File: src/rtl/core/text_console_writer_unit_assert.svh
// Assertion helpers for the RTL files (included by tcw_dpath.sv).
`ifndef TEXT_CONSOLE_WRITER_UNIT_ASSERT_SVH
`define TEXT_CONSOLE_WRITER_UNIT_ASSERT_SVH

// Same-cycle implication, inactive while reset is asserted.
`define TCW_ASSERT_NOW(label, ante, cons) \
    label: assert property (@(posedge i_clk) disable iff (!i_rst_n) (ante) |-> (cons)) \
        else $error("tcw assertion failed");

// Next-cycle implication, inactive while reset is asserted.
`define TCW_ASSERT_NEXT(label, ante, cons) \
    label: assert property (@(posedge i_clk) disable iff (!i_rst_n) (ante) |=> (cons)) \
        else $error("tcw assertion failed");

`endif

File: src/rtl/core/tcw_pkg.sv
package tcw_pkg;

    localparam int COLUMNS = 80;
    localparam int ROWS    = 50;

    localparam int ROW_W   = $clog2(ROWS);
    localparam int COL_W   = $clog2(COLUMNS + 1);
    localparam int CHAR_W  = 8;
    localparam int CELL_W  = CHAR_W + 1;
    localparam int WORD_W  = 32;
    localparam int DEPTH   = ROWS * COLUMNS;
    localparam int ADDR_W  = $clog2(DEPTH);

    localparam logic [WORD_W-1:0] CELL_TAG = 32'h003F_0000;

    localparam logic [CHAR_W-1:0] CH_BS        = 8'd8;
    localparam logic [CHAR_W-1:0] CH_LF        = 8'd10;
    localparam logic [CHAR_W-1:0] CH_CR        = 8'd13;
    localparam logic [CHAR_W-1:0] CH_PRINT_MIN = 8'd32;

    typedef enum logic [1:0] {
        OP_PUT   = 2'd0,
        OP_READ  = 2'd1,
        OP_CLEAR = 2'd2,
        OP_NONE  = 2'd3
    } t_op;

    typedef struct packed {
        logic load;
        logic exec;
        logic place;
        logic sweep;
        logic rd_capture;
        logic finish;
    } t_cmd;

    typedef struct packed {
        logic is_print;
        logic is_read;
        logic row_ready;
        logic sweep_last;
        logic out_free;
    } t_stat;

endpackage

File: src/rtl/core/tcw_ctrl.sv
module tcw_ctrl import tcw_pkg::*; (
    input  logic  i_clk,
    input  logic  i_rst_n,
    input  logic  i_in_valid,
    input  t_stat i_stat,
    output logic  o_in_stall,
    output t_cmd  o_cmd
);

    typedef enum logic [5:0] {
        S_IDLE   = 6'b000001,
        S_EXEC   = 6'b000010,
        S_PLACE  = 6'b000100,
        S_SWEEP  = 6'b001000,
        S_RWAIT  = 6'b010000,
        S_FINISH = 6'b100000
    } t_state;

    t_state r_state;
    t_state n_state;

    always_comb begin
        n_state = r_state;
        o_cmd   = '0;
        case (r_state)
            S_IDLE: begin
                if (i_in_valid) begin
                    o_cmd.load = 1'b1;
                    n_state    = S_EXEC;
                end
            end
            S_EXEC: begin
                o_cmd.exec = 1'b1;
                if (i_stat.is_print) begin
                    n_state = S_PLACE;
                end else if (i_stat.is_read) begin
                    n_state = S_RWAIT;
                end else begin
                    n_state = S_FINISH;
                end
            end
            S_PLACE: begin
                o_cmd.place = 1'b1;
                n_state     = i_stat.row_ready ? S_FINISH : S_SWEEP;
            end
            S_SWEEP: begin
                o_cmd.sweep = 1'b1;
                if (i_stat.sweep_last) begin
                    n_state = S_FINISH;
                end
            end
            S_RWAIT: begin
                o_cmd.rd_capture = 1'b1;
                n_state          = S_FINISH;
            end
            S_FINISH: begin
                if (i_stat.out_free) begin
                    o_cmd.finish = 1'b1;
                    n_state      = S_IDLE;
                end
            end
            default: begin
                n_state = S_IDLE;
            end
        endcase
    end

    always_ff @(posedge i_clk) begin
        if (!i_rst_n) begin
            r_state <= S_IDLE;
        end else begin
            r_state <= n_state;
        end
    end

    assign o_in_stall = (r_state != S_IDLE);

endmodule

File: config.mk
export PLATFORM = sky130hd
export DESIGN_NAME = tcw_ctrl
export DESIGN_NICKNAME = d
export VERILOG_FILES = /design/src/rtl/core/text_console_writer_unit_assert.svh /design/src/rtl/core/tcw_pkg.sv /design/src/rtl/core/tcw_ctrl.sv
export SDC_FILE = /design/constraint.sdc
export NUM_CORES = 1
export LEC_CHECK = 0
export BUFFER_PORTS_ARGS = -buffer_cell sky130_fd_sc_hd__clkbuf_2
export CORE_AREA = 4 4 41 43
export CTS_CLUSTER_DIAMETER = 120
export DETAILED_ROUTE_END_ITERATION = 12
export DIE_AREA = 0 0 45 47
export SETUP_SLACK_MARGIN = 0.4
export SKIP_LAST_GASP = 1
export SLEW_MARGIN = 10
export SYNTH_ARGS = -nofsm -noshare
export SYNTH_HDL_FRONTEND = slang
export SYNTH_SLANG_ARGS = --single-unit
File: constraint.sdc
create_clock -name i_clk -period 1.9 [get_ports i_clk]
set_clock_uncertainty 0.1 [all_clocks]
set_input_delay 0.095 -clock i_clk [delete_from_list [all_inputs] [get_ports i_clk]]
set_output_delay 0.095 -clock i_clk [all_outputs]
set_load 0.02 [all_outputs]
==> results by group <==
Hold path
  – Startpoint of the lowest-slack hold path: i_stat[2]
  – Min-delay worst type: in2reg
  – End of the worst hold path: r_state[5]
  – Hold depth: 3

CTS
  – H-tree depth: 1
  – Clock tree from TritonCTS: built
  – CTS sink count: 6
  – Worst-path clk slew: ~50 ps
  – Deepest clock path buffer count: 2
  – Number of buffers added by the clock tree synthesis step: 3
  – Cell at the root of the clock tree: sky130_fd_sc_hd__clkbuf_4
  – Clock latency at the later pin of the worst-skew pair: 250 ps

Cells and area
  – Post-route cell area: 669 sq um
  – Number of flip-flops in the largest register: 6
  – Register name with the most flops: r_state
  – Layout area overhead: 64.6%
  – Final antenna diode count: 0
  – Count of nets after finishing: 84
  – Largest registers ranked by flip-flop count: r_state x6
  – Ratio of cells with drive above 1 in the final layout: 0.595

Floorplan
  – Number of standard-cell rows in the floorplan: 13
  – Total core area: 1300 sq um
  – Die outline height: around 47 microns
  – Number of ports placed on the die boundary: 15
  – Die width: between 40 and 50 microns
  – Die area: 2120 sq um
  – Starting Density: 0.313

Worst setup path
  – CP required: 1700 ps
  – Buf/Inv on CP: 2
  – Number of cell instances on the worst register-to-register path: 5
  – Worst reg2reg path endpoint: r_state[0]
  – Largest driver fanout on the critical path: 2
  – Worst Setup End Kind: output port
  – Max incr delay on CP: between 500 and 600 ps
  – Slowest stage cell, crit path: sky130_fd_sc_hd__or4_4
  – Startpoint of the lowest-slack register-to-register path: r_state[2]
  – Reg-to-reg slack, setup: 300 ps
  – Type of the worst setup path: reg2out
  – Ordered cell list for the critical path: or4_4, nor3b_4, inv_2, nor2_4, buf_8
  – Worst Path Arrival: 1630 ps
  – Cell type group with the largest total delay on the critical path: simple AND/OR/NAND/NOR gates
  – Setup crit start kind: register

Pwr
  – Leakage power of the design: 0.322 nW
  – Power per unit of standard cell area: 584 nW/um^2
  – Largest vdd supply drop: 386 uV

Run
  – Max-cap violation count: 0

Synth
  – Unique masters post-synth: 30
  – Net count after synthesis: 58
  – Area of the mapped netlist: about 400 sq um
  – Synth warnings: 0
  – Share of Yosys cell area claimed by the top area cell type: 0.295
  – Largest cells by area after synthesis: sky130_fd_sc_hd__dfxtp_1 (30%), sky130_fd_sc_hd__buf_6 (5.5%), sky130_fd_sc_hd__nor2_1 (5.5%), sky130_fd_sc_hd__o21ai_0 (3.7%), sky130_fd_sc_hd__and3_2 (3.7%)
  – Post-synthesis cell type with the largest combined area: sky130_fd_sc_hd__dfxtp_1
  – Most used flip-flop cell after synthesis: sky130_fd_sc_hd__dfxtp_1
  – #FFs+latches synth: 6
  – Post-Synthesis Mean Instance Area: around 8.1 sq um
  – Proportion of synthesized chip area in sequential cells: 0.295
  – Number of synthesized flops with an enable pin: 0
  – Async S/R FF share, synth: 0
  – Ranking of synthesized cells by instance count: sky130_fd_sc_hd__dfxtp_1 (6), sky130_fd_sc_hd__nor2_1 (6), sky130_fd_sc_hd__inv_1 (3), sky130_fd_sc_hd__nand2_1 (3), sky130_fd_sc_hd__o21ai_0 (3)
  – Number of standard cells after synthesis: 50

Placement
  – Setup WS pre-CTS: 241 ps
  – PortBufs: 14
  – Routability congestion estimate from global placement: 0.796
  – Dpl cell area: approximately 500 sq um
  – HPWL Detailed: 761 microns

Routing
  – Total number of vias: around 460
  – Count of routing violations after the opening detailed-route iteration: 13
  – Vias per cell: 5.20
  – Number of nets with antenna violations after detailed routing: 0
  – Total wire length after detailed routing: 1.23 mm
  – First-pass DRT Iterations: 4
  – Post-route DRC: 0
  – Routed len/inst: 13.8 microns

GRT
  – Total grt overflow: 0
  – Global routing usage on met2: 0.215
  – Vias in the first global route: approximately 470
  – Pin count of the biggest net entering global routing: 9
  – Global routing usage on met1: 0.146
  – Wire length of the first global-routing pass: 1.93 mm
  – GRT Total Usage: 0.130
  – Global-route layer with the greatest usage: met2
  – Global routing met3 resource utilization: 0.0728
  – Antenna violations before repair: 0

STA
  – Max-slew headroom: 0.831
  – Portion of the clock cycle consumed by the worst path in the final layout: 0.959
  – Final count of hold timing violations: 0
  – Post-Route Hold Slack: between 10 and 15 ps
  – Pin slew with the least headroom to its limit: 252 ps
  – Setup ws final: approximately 80 ps
  – Slew Limit Fails: 0
  – RSZ-0062 raised after global routing: true
  – Final worst path period need: 1820 ps
  – Peak clock frequency supported by timing: 549 MHz
  – Sum of negative setup slack: 0 ps
  – Final setup violating endpoints: 0

Run status
  – Outcome: completed
-- timing repair --
action / in CTS / in global routing
pin swaps: 6 / 7
setup buffers: 7 / 1
hold buffers: 1 / 0
hold endpoints to repair: 1 / 0
gates resized for setup: 16 / 11
setup endpoints to repair: 10 / 11
-- worst max-delay path by stage --
stage,startpoint,end,slack [ps],depth (start not counted)
6_report,r_state[2],o_cmd[5],80,5
5_1_grt,r_state[2],o_cmd[5],30,5
4_1_cts,r_state[2],o_cmd[5],80,5
3_5_place_dp,r_state[2],o_cmd[5],240,5
3_3_place_gp,r_state[2],o_cmd[5],270,5
2_1_floorplan,r_state[2],o_cmd[5],320,4
-- cells by family (layout without fill, tap and decap cells) --
family | Yosys count | count (layout) | synth area share
compound gates | 8 | 8 | 0.123
xor+xnor | 2 | 2 | 0.0431
buf+inv | 6 | 30 | 0.102
flops | 6 | 6 | 0.295
simple gates | 28 | 28 | 0.437
-- area by class of cell --
cell class / count / area [sq um]
fill: 137 / 632
sequential: 6 / 135
timing repair buffer: 24 / 180
clock buffer: 3 / 22.5
inverter: 3 / 11.3
multi-input combinational: 38 / 302
tap: 15 / 18.8
-- cell usage in the layout (no fill, tap or decap), types with 2 or more instances in the layout --
cell                       Yosys  final
sky130_fd_sc_hd__and3_1        2      2
sky130_fd_sc_hd__buf_4         1     11
sky130_fd_sc_hd__clkbuf_2      0      8
sky130_fd_sc_hd__clkbuf_4      0      4
sky130_fd_sc_hd__dfxtp_2       0      3
sky130_fd_sc_hd__dfxtp_4       0      3
sky130_fd_sc_hd__inv_1         3      2
sky130_fd_sc_hd__nand2_1       3      3
sky130_fd_sc_hd__nor2_1        6      5
sky130_fd_sc_hd__o21ai_0       3      3
-- report_power, final --
part / internal (W) / leakage, nW / switching [W] / total (W)
Combinational: 0.0000735 / 0.256 / 0.0000559 / 0.000129
Clock: 0.0000717 / 0.0138 / 0.0000499 / 0.000122
Sequential: 0.000130 / 0.0519 / 0.0000103 / 0.000140
Total: 0.000275 / 0.322 / 0.000116 / 0.000391
-- per-layer routing --
layer  vias to the layer above  share of wire
met2                        17           0.51
met3                         2          0.062
met5                         -              0
met4                         0          0.011
met1                       216           0.41
li1                        228              -
-- worst reg2reg max path, delay by kind of cell (launching register included) --
| family | cells | cell delay (ps) |
|---|---|---|
| AO/OA/AOI/OAI | 2 | 180 |
| flip-flops | 1 | 340 |
| AND/OR/NAND/NOR | 2 | 760 |
| buffers and inverters | 1 | 150 |
-- stage by stage --
stage / util / power, W / cells
global placement: 0.384 / 0.000225 / 77
detailed placement: 0.384 / 0.000226 / 77
finish: 0.514 / 0.000391 / 89
global route: 0.514 / 0.000413 / 89
floorplan: - / 0.000205 / 50
CTS: 0.488 / 0.000384 / 88
No activity file was read; power rests on OpenSTA's default activity.
